**src/brq_pkg.sv**
```systemverilog
// shared constants and codes for the byte ring queue
package brq_pkg;

    localparam int DEPTH  = 256;
    localparam int IDX_W  = $clog2(DEPTH);
    localparam int CNT_W  = IDX_W + 1;
    localparam int OP_W   = 2;
    localparam int LEN_W  = 9;
    localparam int BYTE_W = 8;
    localparam int STAT_W = 3;

    typedef enum logic [OP_W-1:0] {
        OP_RESERVE = 2'd0,
        OP_WRITE   = 2'd1,
        OP_PEEK    = 2'd2,
        OP_CONSUME = 2'd3
    } op_t;

    typedef enum logic [STAT_W-1:0] {
        ST_OK      = 3'd0,
        ST_NOSPACE = 3'd1,
        ST_BUSY    = 3'd2,
        ST_TOOLONG = 3'd3,
        ST_EMPTY   = 3'd4
    } status_t;

endpackage

```
**src/brq_ram.sv**
```systemverilog
// simple dual port byte store, one write and one registered read per cycle
module brq_ram #(
    parameter int DATA_W = 8,
    parameter int ADDR_W = 8
) (
    input  logic              clk,
    input  logic              wr_en,
    input  logic [ADDR_W-1:0] wr_addr,
    input  logic [DATA_W-1:0] wr_data,
    input  logic              rd_en,
    input  logic [ADDR_W-1:0] rd_addr,
    output logic [DATA_W-1:0] rd_data
);

    logic [DATA_W-1:0] mem [2**ADDR_W];
    logic [DATA_W-1:0] rd_data_reg;

    always_ff @(posedge clk)
    begin
        if (wr_en)
        begin
            mem[wr_addr] <= wr_data;
        end
    end

    // read data holds until the next read
    always_ff @(posedge clk)
    begin
        if (rd_en)
        begin
            rd_data_reg <= mem[rd_addr];
        end
    end

    assign rd_data = rd_data_reg;

endmodule

```
**src/byte_ring_queue.sv**
```systemverilog
// top level of the byte ring queue: counter control, result pipeline and byte store
//
//   channel | direction | handshake          | payload
//   input   | in        | in_valid, in_stall | op, length, data_byte
//   result  | out       | out_valid, out_stall | status, used_count, free_count,
//           |           |                    | peek_start, peek_length, peek_byte
//
// one transaction per cycle while out_stall is low; each result passes through
// the intermediate stage, for the registered peek read, and the result register.
// counters update at input acceptance, so the next transaction can follow at once.
// rst_n clears the counters and pipeline valids; the byte store has no reset.
// out_stall holds the result register, and in_stall rises once the
// intermediate stage is also full.
module byte_ring_queue (
    input  logic                         clk,
    input  logic                         rst_n,
    input  logic                         in_valid,
    output logic                         in_stall,
    input  logic [brq_pkg::OP_W-1:0]     op,
    input  logic [brq_pkg::LEN_W-1:0]    length,
    input  logic [brq_pkg::BYTE_W-1:0]   data_byte,
    output logic                         out_valid,
    input  logic                         out_stall,
    output logic [brq_pkg::STAT_W-1:0]   status,
    output logic [brq_pkg::LEN_W-1:0]    used_count,
    output logic [brq_pkg::LEN_W-1:0]    free_count,
    output logic [brq_pkg::IDX_W-1:0]    peek_start,
    output logic [brq_pkg::LEN_W-1:0]    peek_length,
    output logic [brq_pkg::BYTE_W-1:0]   peek_byte
);

    import brq_pkg::*;

    localparam logic [CNT_W-1:0] DEPTH_CNT = CNT_W'(DEPTH);

    // counter state
    logic [CNT_W-1:0] head_reg, head_next;
    logic [CNT_W-1:0] tail_reg, tail_next;
    logic [CNT_W-1:0] pend_reg, pend_next;
    logic [CNT_W-1:0] remain_reg, remain_next;

    // intermediate stage, waiting for store read data
    logic             s1_valid_reg;
    status_t          s1_status_reg;
    logic [CNT_W-1:0] s1_used_reg;
    logic [CNT_W-1:0] s1_free_reg;
    logic [IDX_W-1:0] s1_pstart_reg;
    logic [CNT_W-1:0] s1_plen_reg;
    logic             s1_peek_reg;

    // result register
    logic              out_valid_reg;
    status_t           out_status_reg;
    logic [CNT_W-1:0]  out_used_reg;
    logic [CNT_W-1:0]  out_free_reg;
    logic [IDX_W-1:0]  out_pstart_reg;
    logic [CNT_W-1:0]  out_plen_reg;
    logic [BYTE_W-1:0] out_pbyte_reg;

    logic              accept;
    logic              s1_move;
    logic [CNT_W-1:0]  used_now;
    logic [CNT_W-1:0]  free_now;
    logic [CNT_W-1:0]  used_after;
    logic [CNT_W-1:0]  to_end;
    logic [CNT_W-1:0]  pend_inc;
    status_t           status_c;
    logic [IDX_W-1:0]  pstart_c;
    logic [CNT_W-1:0]  plen_c;
    logic              peek_c;
    logic              wr_en;
    logic              rd_en;
    logic [BYTE_W-1:0] rd_data;

    assign s1_move  = s1_valid_reg && (!out_valid_reg || !out_stall);
    assign in_stall = s1_valid_reg && !s1_move;
    assign accept   = in_valid && !in_stall;

    assign used_now = head_reg - tail_reg;
    assign free_now = DEPTH_CNT - used_now;
    assign to_end   = DEPTH_CNT - {1'b0, tail_reg[IDX_W-1:0]};
    assign pend_inc = pend_reg + 1'b1;

    always_comb
    begin
        head_next   = head_reg;
        tail_next   = tail_reg;
        pend_next   = pend_reg;
        remain_next = remain_reg;
        status_c    = ST_OK;
        pstart_c    = '0;
        plen_c      = '0;
        peek_c      = 1'b0;
        wr_en       = 1'b0;
        rd_en       = 1'b0;
        if (accept)
        begin
            unique case (op_t'(op))
                OP_RESERVE:
                begin
                    if (remain_reg != '0)
                    begin
                        status_c = ST_BUSY;
                    end
                    else if (length > free_now)
                    begin
                        status_c = ST_NOSPACE;
                    end
                    else if (length != '0)
                    begin
                        pend_next   = head_reg;
                        remain_next = CNT_W'(length);
                    end
                end
                OP_WRITE:
                begin
                    if (remain_reg == '0)
                    begin
                        status_c = ST_BUSY;
                    end
                    else
                    begin
                        wr_en       = 1'b1;
                        pend_next   = pend_inc;
                        remain_next = remain_reg - 1'b1;
                        // last reserved byte publishes the head
                        if (remain_reg == CNT_W'(1))
                        begin
                            head_next = pend_inc;
                        end
                    end
                end
                OP_PEEK:
                begin
                    if (used_now == '0)
                    begin
                        status_c = ST_EMPTY;
                    end
                    else
                    begin
                        rd_en    = 1'b1;
                        peek_c   = 1'b1;
                        pstart_c = tail_reg[IDX_W-1:0];
                        plen_c   = (used_now < to_end) ? used_now : to_end;
                    end
                end
                OP_CONSUME:
                begin
                    if (length > used_now)
                    begin
                        status_c = ST_TOOLONG;
                    end
                    else
                    begin
                        tail_next = tail_reg + CNT_W'(length);
                    end
                end
                default:
                begin
                    status_c = ST_OK;
                end
            endcase
        end
    end

    assign used_after = head_next - tail_next;

    brq_ram #(
        .DATA_W (BYTE_W),
        .ADDR_W (IDX_W)
    ) u_store (
        .clk     (clk),
        .wr_en   (wr_en),
        .wr_addr (pend_reg[IDX_W-1:0]),
        .wr_data (data_byte),
        .rd_en   (rd_en),
        .rd_addr (tail_reg[IDX_W-1:0]),
        .rd_data (rd_data)
    );

    always_ff @(posedge clk or negedge rst_n)
    begin
        if (!rst_n)
        begin
            head_reg      <= '0;
            tail_reg      <= '0;
            pend_reg      <= '0;
            remain_reg    <= '0;
            s1_valid_reg  <= 1'b0;
            out_valid_reg <= 1'b0;
        end
        else
        begin
            head_reg   <= head_next;
            tail_reg   <= tail_next;
            pend_reg   <= pend_next;
            remain_reg <= remain_next;
            if (accept)
            begin
                s1_valid_reg <= 1'b1;
            end
            else if (s1_move)
            begin
                s1_valid_reg <= 1'b0;
            end
            if (s1_move)
            begin
                out_valid_reg <= 1'b1;
            end
            else if (!out_stall)
            begin
                out_valid_reg <= 1'b0;
            end
        end
    end

    always_ff @(posedge clk)
    begin
        if (accept)
        begin
            s1_status_reg <= status_c;
            s1_used_reg   <= used_after;
            s1_free_reg   <= DEPTH_CNT - used_after;
            s1_pstart_reg <= pstart_c;
            s1_plen_reg   <= plen_c;
            s1_peek_reg   <= peek_c;
        end
        if (s1_move)
        begin
            out_status_reg <= s1_status_reg;
            out_used_reg   <= s1_used_reg;
            out_free_reg   <= s1_free_reg;
            out_pstart_reg <= s1_pstart_reg;
            out_plen_reg   <= s1_plen_reg;
            out_pbyte_reg  <= s1_peek_reg ? rd_data : '0;
        end
    end

    assign out_valid   = out_valid_reg;
    assign status      = out_status_reg;
    assign used_count  = out_used_reg;
    assign free_count  = out_free_reg;
    assign peek_start  = out_pstart_reg;
    assign peek_length = out_plen_reg;
    assign peek_byte   = out_pbyte_reg;

endmodule
```
**config.mk**
```make
export PLATFORM = sky130hd
export DESIGN_NAME = byte_ring_queue
export DESIGN_NICKNAME = d
export VERILOG_FILES = /design/src/brq_pkg.sv /design/src/brq_ram.sv /design/src/byte_ring_queue.sv
export SDC_FILE = /design/constraint.sdc
export NUM_CORES = 2
export LEC_CHECK = 0
export ABC_AREA = 1
export BUFFER_PORTS_ARGS = -buffer_cell sky130_fd_sc_hd__buf_4
export CORE_MARGIN = 5
export CORE_UTILIZATION = 56
export DETAILED_ROUTE_END_ITERATION = 16
export PLACE_DENSITY = 0.79
export SLEW_MARGIN = 20
export SYNTH_ARGS = -nofsm -noshare
export SYNTH_HDL_FRONTEND = slang
export SYNTH_SLANG_ARGS = --single-unit
```
**constraint.sdc**
```tcl
create_clock -name clk -period 13.6 [get_ports clk]
set_clock_uncertainty 0.2 [all_clocks]
set_input_delay 2.72 -clock clk [delete_from_list [all_inputs] [get_ports clk]]
set_output_delay 2.72 -clock clk [all_outputs]
set_load 0.05 [all_outputs]
```
# --- Word level (Yosys, flattened, before mapping) ---
# Memories as Yosys holds them, arrays and structs flattened. A register that Yosys moved wholly into a read port is not among the register bits.
# Cells that the tools add are included.
op_classes:
  add_sub_neg: 8
  magnitude_cmp: 3
  eq_ne: 9
  n_mux: 36
  bitwise: 1
  n_reduce_logical: 17
op_table:
  columns: ["cell", "n"]
  rows:
  - ["two-way mux 9 bit", 16]
  - ["one-hot mux 9 bit (2 select lines)", 2]
  - ["greater-than comparator 9 bit", 2]
  - ["logical NOT 9 bit", 2]
  - ["nonzero test 9 bit", 2]
  - ["subtractor 9 bit", 2]
  - ["subtractor 9 bit (first input constant)", 2]
  - ["two-way mux 1 bit", 13]
  - ["one-hot mux 3 bit (4 select lines)", 1]
  - ["adder 9 x 1 -> 9 bit (second input constant)", 1]
  - ["adder 9 bit", 1]
  - ["== test 9 x 1 -> 1 bit (second input constant)", 1]
  - ["less-than comparator 9 bit", 1]
  - ["subtractor 9 x 1 -> 9 bit (second input constant)", 1]
  - ["subtractor 9 x 8 -> 9 bit (first input constant)", 1]
  - ["!= test 2 bit (second input constant)", 4]
  - ["two-way mux 2 bit", 3]
  - ["AND reduction 6 bit", 1]
  - ["== test 2 bit (second input constant)", 2]
  - ["logical NOT 1 bit", 4]
  - ["nonzero test 2 bit", 2]
  - ["logical AND 1 bit", 3]
  - ["two-way mux 3 bit", 1]
  - ["== test 2 x 1 -> 1 bit (second input constant)", 1]
  - ["5 further kinds", 5]
totals:
  ff_bits: 123
  mem_bits_rw: 2048
  memories: 1
mem_list:
  columns: ["memory", "depth", "word_bits", "rd", "rd_ports_with_merged_regs", "wr", "line_no", "source"]
  rows:
  - ["u_store.mem", 256, 8, 1, 1, 1, "brq_ram.sv:15", "logic [DATA_W-1:0] mem [2**ADDR_W];"]

# --- Logic depth before layout (Yosys ltp) ---
depth:
  ltp_word: 10
  mapped_depth: 39

# --- Modules after synthesis ---
# From an unflattened synthesis, not the netlist that was laid out.
unflattened:
  hier_cells: 7776
  area_unflattened_um2: 90541.8
by_module_without_submodules:
  columns: ["mod", "n_inst", "cells_each", "area_per_inst_um2", "seq_area_each_um2"]
  rows:
  - ["brq_ram", 1, 7003, 83476.3, 61739.2]
  - ["byte_ring_queue", 1, 773, 7065.5, 3443.3]

# --- Worst setup path before layout ---
# No wires, ideal clock.
synth_path:
  path_type: "input to register"
  from: "in out_stall"
  to: "reg s1_free_reg[8] (data pin)"
  setup_ps: 252
  t_arrival_ps: 6629
  required_ps: 13148
  path_slack_ps: 6519
  path_stages: 22
  n_path_buf: 1
  path_cell_list: "nand2_1 nor2_1 inv_1 nand2_1 inv_1 nand2_1 inv_2 nand2_4 clkbuf_1 o21ai_0 fa_1 inv_1 ha_1 inv_1 nor2_1 nand3_4 nor2_2 nand2_2 nor2_2 nand2_1 nand2_1 nand2_1"
synth_via:
  elab_chain_cells: 10
  elab_cells_between_ends: 11
synth_rtl:
  columns: ["element", "line_no", "source"]
  rows:
  - ["start, declared", "byte_ring_queue.sv:23", "input logic out_stall,"]
  - ["logical NOT 1 bit", null, null]
  - ["logical OR 1 bit", "byte_ring_queue.sv:75", "assign s1_move = s1_valid_reg && (!out_valid_reg || !out_stall);"]
  - ["logical AND 1 bit", "byte_ring_queue.sv:75", null]
  - ["logical NOT 1 bit", "byte_ring_queue.sv:76", "assign in_stall = s1_valid_reg && !s1_move;"]
  - ["logical AND 1 bit", "byte_ring_queue.sv:76", null]
  - ["via in_stall", "byte_ring_queue.sv:18", "output logic in_stall,"]
  - ["logical NOT 1 bit", "byte_ring_queue.sv:77", "assign accept = in_valid && !in_stall;"]
  - ["logical AND 1 bit", "byte_ring_queue.sv:77", null]
  - ["via accept", "byte_ring_queue.sv:60", "logic accept;"]
  - ["two-way mux 9 bit", "byte_ring_queue.sv:96", "if (accept)"]
  - ["via head_next[1]", "byte_ring_queue.sv:37", "logic [CNT_W-1:0] head_reg, head_next;"]
  - ["subtractor 9 bit", "byte_ring_queue.sv:166", "assign used_after = head_next - tail_next;"]
  - ["via used_after[1]", "byte_ring_queue.sv:64", "logic [CNT_W-1:0] used_after;"]
  - ["subtractor 9 bit", "byte_ring_queue.sv:223", "s1_free_reg <= DEPTH_CNT - used_after;"]
  - ["end signal, assigned", "byte_ring_queue.sv:223", null]
  - ["end, declared", "byte_ring_queue.sv:46", "logic [CNT_W-1:0] s1_free_reg;"]
# The timed path passes the listed nets, and every way through them passes these cells.
# A chain may end at the register's enable or synchronous reset.

# --- Worst setup path in the final report ---
layout_path:
  from: "reg tail_reg[2]"
  to: "reg s1_free_reg[7] (data pin)"
layout_via:
  elab_chain_cells: 7
  elab_cells_between_ends: 8
layout_rtl:
  columns: ["element", "line_no", "source"]
  rows:
  - ["start, declared", "byte_ring_queue.sv:38", "logic [CNT_W-1:0] tail_reg, tail_next;"]
  - ["start signal, assigned", "byte_ring_queue.sv:195", "tail_reg <= tail_next;"]
  - ["subtractor 9 bit", "byte_ring_queue.sv:79", "assign used_now = head_reg - tail_reg;"]
  - ["greater-than comparator 9 bit", "byte_ring_queue.sv:149", "if (length > used_now)"]
  - ["two-way mux 9 bit", "byte_ring_queue.sv:149", null]
  - ["two-way mux 9 bit", "byte_ring_queue.sv:98", "unique case (op_t'(op))"]
  - ["two-way mux 9 bit", "byte_ring_queue.sv:96", null]
  - ["via tail_next[0]", "byte_ring_queue.sv:38", null]
  - ["subtractor 9 bit", "byte_ring_queue.sv:166", null]
  - ["via used_after[2]", "byte_ring_queue.sv:64", null]
  - ["subtractor 9 bit", "byte_ring_queue.sv:223", null]
# The timed path passes the listed nets, and every way through them passes these cells.

==> impl_metrics.env <==
export IMPL_placeableCoreArea_mm2=0.156
export IMPL_total_leakage_power_nw=31.0
export IMPL_number_of_hold_violations_in_the_final_report=0
export IMPL_asyncSetResetFlopFracSynth_pct=1.75
export IMPL_synth_edf_count=2139
export IMPL_r2r_setup_slack_ns=6.86
export IMPL_root_buffer_cell="sky130_fd_sc_hd__clkbuf_16"
export IMPL_timing_critical_path_from_type="flip-flop"
export IMPL_clkSlewWorstSetupHoldPaths_ns=0.06
export IMPL_proportion_of_synthesized_chip_area_in_sequential_cells_pct=73.9
export IMPL_cts_made_buffers=201
export IMPL_synthMuxAreaShare_pct=0
export IMPL_yosys_area_share_simple_pct=8.97
export IMPL_critPathArrivalTime_ns=7.13
export IMPL_multi_input_comb_area_mm2=0.0207
export IMPL_final_layout_size_suffix_gt1_share_pct=7.90
export IMPL_grt_pass1_vias=56500
export IMPL_worstHoldPathType="reg2reg"
export IMPL_synthDominantAreaCellType="sky130_fd_sc_hd__edfxtp_1"
export IMPL_first_iter_violations=10500
export IMPL_stage_delay_of_the_slowest_cell_on_the_critical_path_ns=0.93
export IMPL_wl_per_cell_um=26.6
export IMPL_maximum_fanout_encountered_on_the_critical_timing_path=142
export IMPL_library_cell_contributing_the_largest_single_delay_on_the_critical_path="sky130_fd_sc_hd__dfrtp_4"
export IMPL_grt_antenna_before_repair=6
export IMPL_stdcell_area_mm2=0.0970
export IMPL_synth_most_common_cell="sky130_fd_sc_hd__edfxtp_1"
export IMPL_final_sum_of_negative_setup_slack_ns=0
export IMPL_die_area_mm2=0.166
export IMPL_grt_start_max_net_pins=231
export IMPL_synth_xor_area_share_pct=0.376
export IMPL_synth_top_family_by_area="compound AO/OA/AOI/OAI gates"
export IMPL_grt_setup_unrepaired="no"
export IMPL_synth_nets=7076
export IMPL_postSynthAreaPerCell_um2=12.6
export IMPL_htree_levels=4
export IMPL_synth_top_cell_area_share_pct=72.8
export IMPL_peakVddDrop_uv=193
export IMPL_dpl_cell_area_mm2=0.0903
export IMPL_num_io_pins=71
export IMPL_worstRegToRegCells=26
export IMPL_ys_top_cells_by_area="sky130_fd_sc_hd__edfxtp_1 73%, sky130_fd_sc_hd__o21ai_0 7.9%, sky130_fd_sc_hd__nor2_1 7.1%"
export IMPL_grt_overflow=0
export IMPL_max_clock_path_buffers=3
export IMPL_num_nets_final=6933
export IMPL_report_final_slew_viol_count=0
export IMPL_initial_core_util_pct=56.4
export IMPL_postSynth_topFlopCell="sky130_fd_sc_hd__edfxtp_1"
export IMPL_worstHoldPathCells=0
export IMPL_maxClockFrequency_ghz=0.148
export IMPL_antenna_violating_nets_left=0
export IMPL_max_slew_margin_rel_pct=16.3
export IMPL_run_status="finished clean"
export IMPL_clkLatencyLatePin_ns=0.87
export IMPL_largest_register_ff_count=2048
export IMPL_crit_path_end_kind="flip-flop"
export IMPL_placed_cells_incl_taps=8708
export IMPL_fp_dieW_um=407
export IMPL_cts_tree="built"
export IMPL_drc_errors=0
export IMPL_worst_hold_startpoint="s1_used_reg[6]"
export IMPL_synthesis_yosys_warnings=0
export IMPL_power_total_w=0.0200
export IMPL_fin_crit_ns=6.74
export IMPL_worstReg2RegStart="tail_reg[2]"
export IMPL_postCtsSetupRepairBufs=0
export IMPL_yosys_top_cells_count="2139 x sky130_fd_sc_hd__edfxtp_1, 1679 x sky130_fd_sc_hd__nor2_1, 1384 x sky130_fd_sc_hd__o21ai_0"
export IMPL_register_area_mm2=0.0652
export IMPL_synth_compound_area_share_pct=13.2
export IMPL_cts_hold_fix_buffers=0
export IMPL_rr_endpoint="s1_free_reg[7]"
export IMPL_finish_utilization_pct=62.0
export IMPL_criticalPathCategory="reg2reg"
export IMPL_area_overhead_of_the_layout_relative_to_synthesis_pct=9.98
export IMPL_globalRouteTotalUtil_pct=28.7
export IMPL_post_route_period_util_pct=49.6
export IMPL_die_h_um=407
export IMPL_netlist_cell_type_count=54
export IMPL_via_count=59800
export IMPL_fin_cells=9092
export IMPL_crit_required_ns=13.99
export IMPL_via_per_inst=6.57
export IMPL_postSynthRegisterBits=2177
export IMPL_critical_path_buf_inv_count=4
export IMPL_worst_slew_pin_slew_ns=1.25
export IMPL_cellPowerDensity_mw_per_mm2=207
export IMPL_filler_cell_count=11300
export IMPL_mappedNetlistArea_mm2=0.0882
export IMPL_cpMostUsedCell="sky130_fd_sc_hd__nand2_1"
export IMPL_wire_length_of_the_first_global_routing_pass_mm=355
export IMPL_routabilityCongestion=0.954
export IMPL_critPathTopFamily="simple AND/OR/NAND/NOR gates"
export IMPL_synth_fa_ha_area_share_pct=0.834
export IMPL_cts_resized=0
export IMPL_largest_register="u_store.mem"
export IMPL_holdPathEnd="used_count[6]"
export IMPL_routed_wirelength_mm=242
export IMPL_drt_pass1_iterations=8
export IMPL_tritoncts_num_sinks=2177
export IMPL_maximum_capacitance_violations=0
export IMPL_post_synth_inst_count=6996
export IMPL_fp_row_count=145
export IMPL_setup_viol=0
export IMPL_dpl_hpwl_mm=138
export IMPL_port_buffers=70
==> stage by stage <==
| stage | setup slack [ns] | hold slack (ns) |
|---|---|---|
| finish | 6.86 | 0.218 |
| global placement | 6.35 | 0.202 |
| CTS | 6.89 | 0.218 |
| global route | 6.40 | 0.223 |
| detailed placement | 6.23 | 0.205 |
| floorplan | 6.52 | 0.200 |
==> report_power, final <==
part / internal (W) / switching (W) / leakage [nW]
sequential: 0.00751 / 0.000171 / 19.7
combinational: 0.00178 / 0.00489 / 8.00
clock: 0.00319 / 0.00250 / 3.24
total: 0.0125 / 0.00756 / 31.0
==> per-layer routing <==
metal	vias to the layer above	wire [um]	global-route usage [%]	share of wire, %
met4	6	13000	14.4	5.4
li1	25600	-	-	-
met2	4616	110000	44.2	46
met3	754	31700	7.26	13
met5	-	44	0	0.018
met1	28800	86800	38.4	36
==> placed cells by master (no fill, tap or decap), types with 8 or more instances in the layout <==
| cell type | count |
|---|---|
| sky130_fd_sc_hd__nand2_4 | 13 |
| sky130_fd_sc_hd__nand3_1 | 35 |
| sky130_fd_sc_hd__xor2_1 | 25 |
| sky130_fd_sc_hd__o32ai_1 | 29 |
| sky130_fd_sc_hd__nor2_1 | 1679 |
| sky130_fd_sc_hd__o21ai_0 | 1384 |
| sky130_fd_sc_hd__nand2_1 | 135 |
| sky130_fd_sc_hd__a21oi_1 | 26 |
| sky130_fd_sc_hd__o211ai_1 | 12 |
| sky130_fd_sc_hd__inv_1 | 114 |
| sky130_fd_sc_hd__dfrtp_1 | 33 |
| sky130_fd_sc_hd__bufinv_16 | 22 |
| sky130_fd_sc_hd__clkinv_2 | 41 |
| sky130_fd_sc_hd__diode_2 | 8 |
| sky130_fd_sc_hd__xnor2_1 | 11 |
| sky130_fd_sc_hd__ha_1 | 54 |
| sky130_fd_sc_hd__inv_2 | 9 |
| sky130_fd_sc_hd__buf_4 | 138 |
| sky130_fd_sc_hd__o22ai_1 | 651 |
| sky130_fd_sc_hd__clkbuf_1 | 32 |
| sky130_fd_sc_hd__nand2_2 | 23 |
| sky130_fd_sc_hd__clkinv_1 | 51 |
| sky130_fd_sc_hd__edfxtp_1 | 2139 |
| sky130_fd_sc_hd__clkbuf_16 | 204 |
| sky130_fd_sc_hd__clkinvlp_4 | 11 |
| sky130_fd_sc_hd__nor3_1 | 22 |
| sky130_fd_sc_hd__nand3_2 | 21 |
| sky130_fd_sc_hd__buf_8 | 8 |
==> final cells by class <==
cell class | instances | area share (%)
Antenna cell | 8 | 0.0206
Clock buffer | 236 | 5.39
Clock inverter | 140 | 1.50
Inverter | 131 | 0.533
Multi-Input combinational cell | 4189 | 21.4
Sequential cell | 2177 | 67.2
Tap cell | 2058 | 2.65
Timing Repair Buffer | 153 | 1.34
==> worst max path at each step <==
stage	cells past startpoint	end	startpoint
floorplan	22	s1_free_reg[8]	out_stall
global placement	23	s1_free_reg[8]	op[0]
CTS	30	s1_free_reg[8]	tail_reg[2]
finish	26	s1_free_reg[7]	tail_reg[2]
global route	27	s1_free_reg[7]	tail_reg[2]
detailed placement	23	s1_free_reg[8]	op[0]
==> logic make-up (layout without fill, tap and decap cells) <==
group	count (synthesis)	after routing
compound gates	2124	2124
xor+xnor	37	37
fa+ha+maj	57	57
buf+inv	630	660
flops	2177	2177
other cells	0	8
simple gates	1971	1971
No activity file was read; power rests on OpenSTA's default activity.
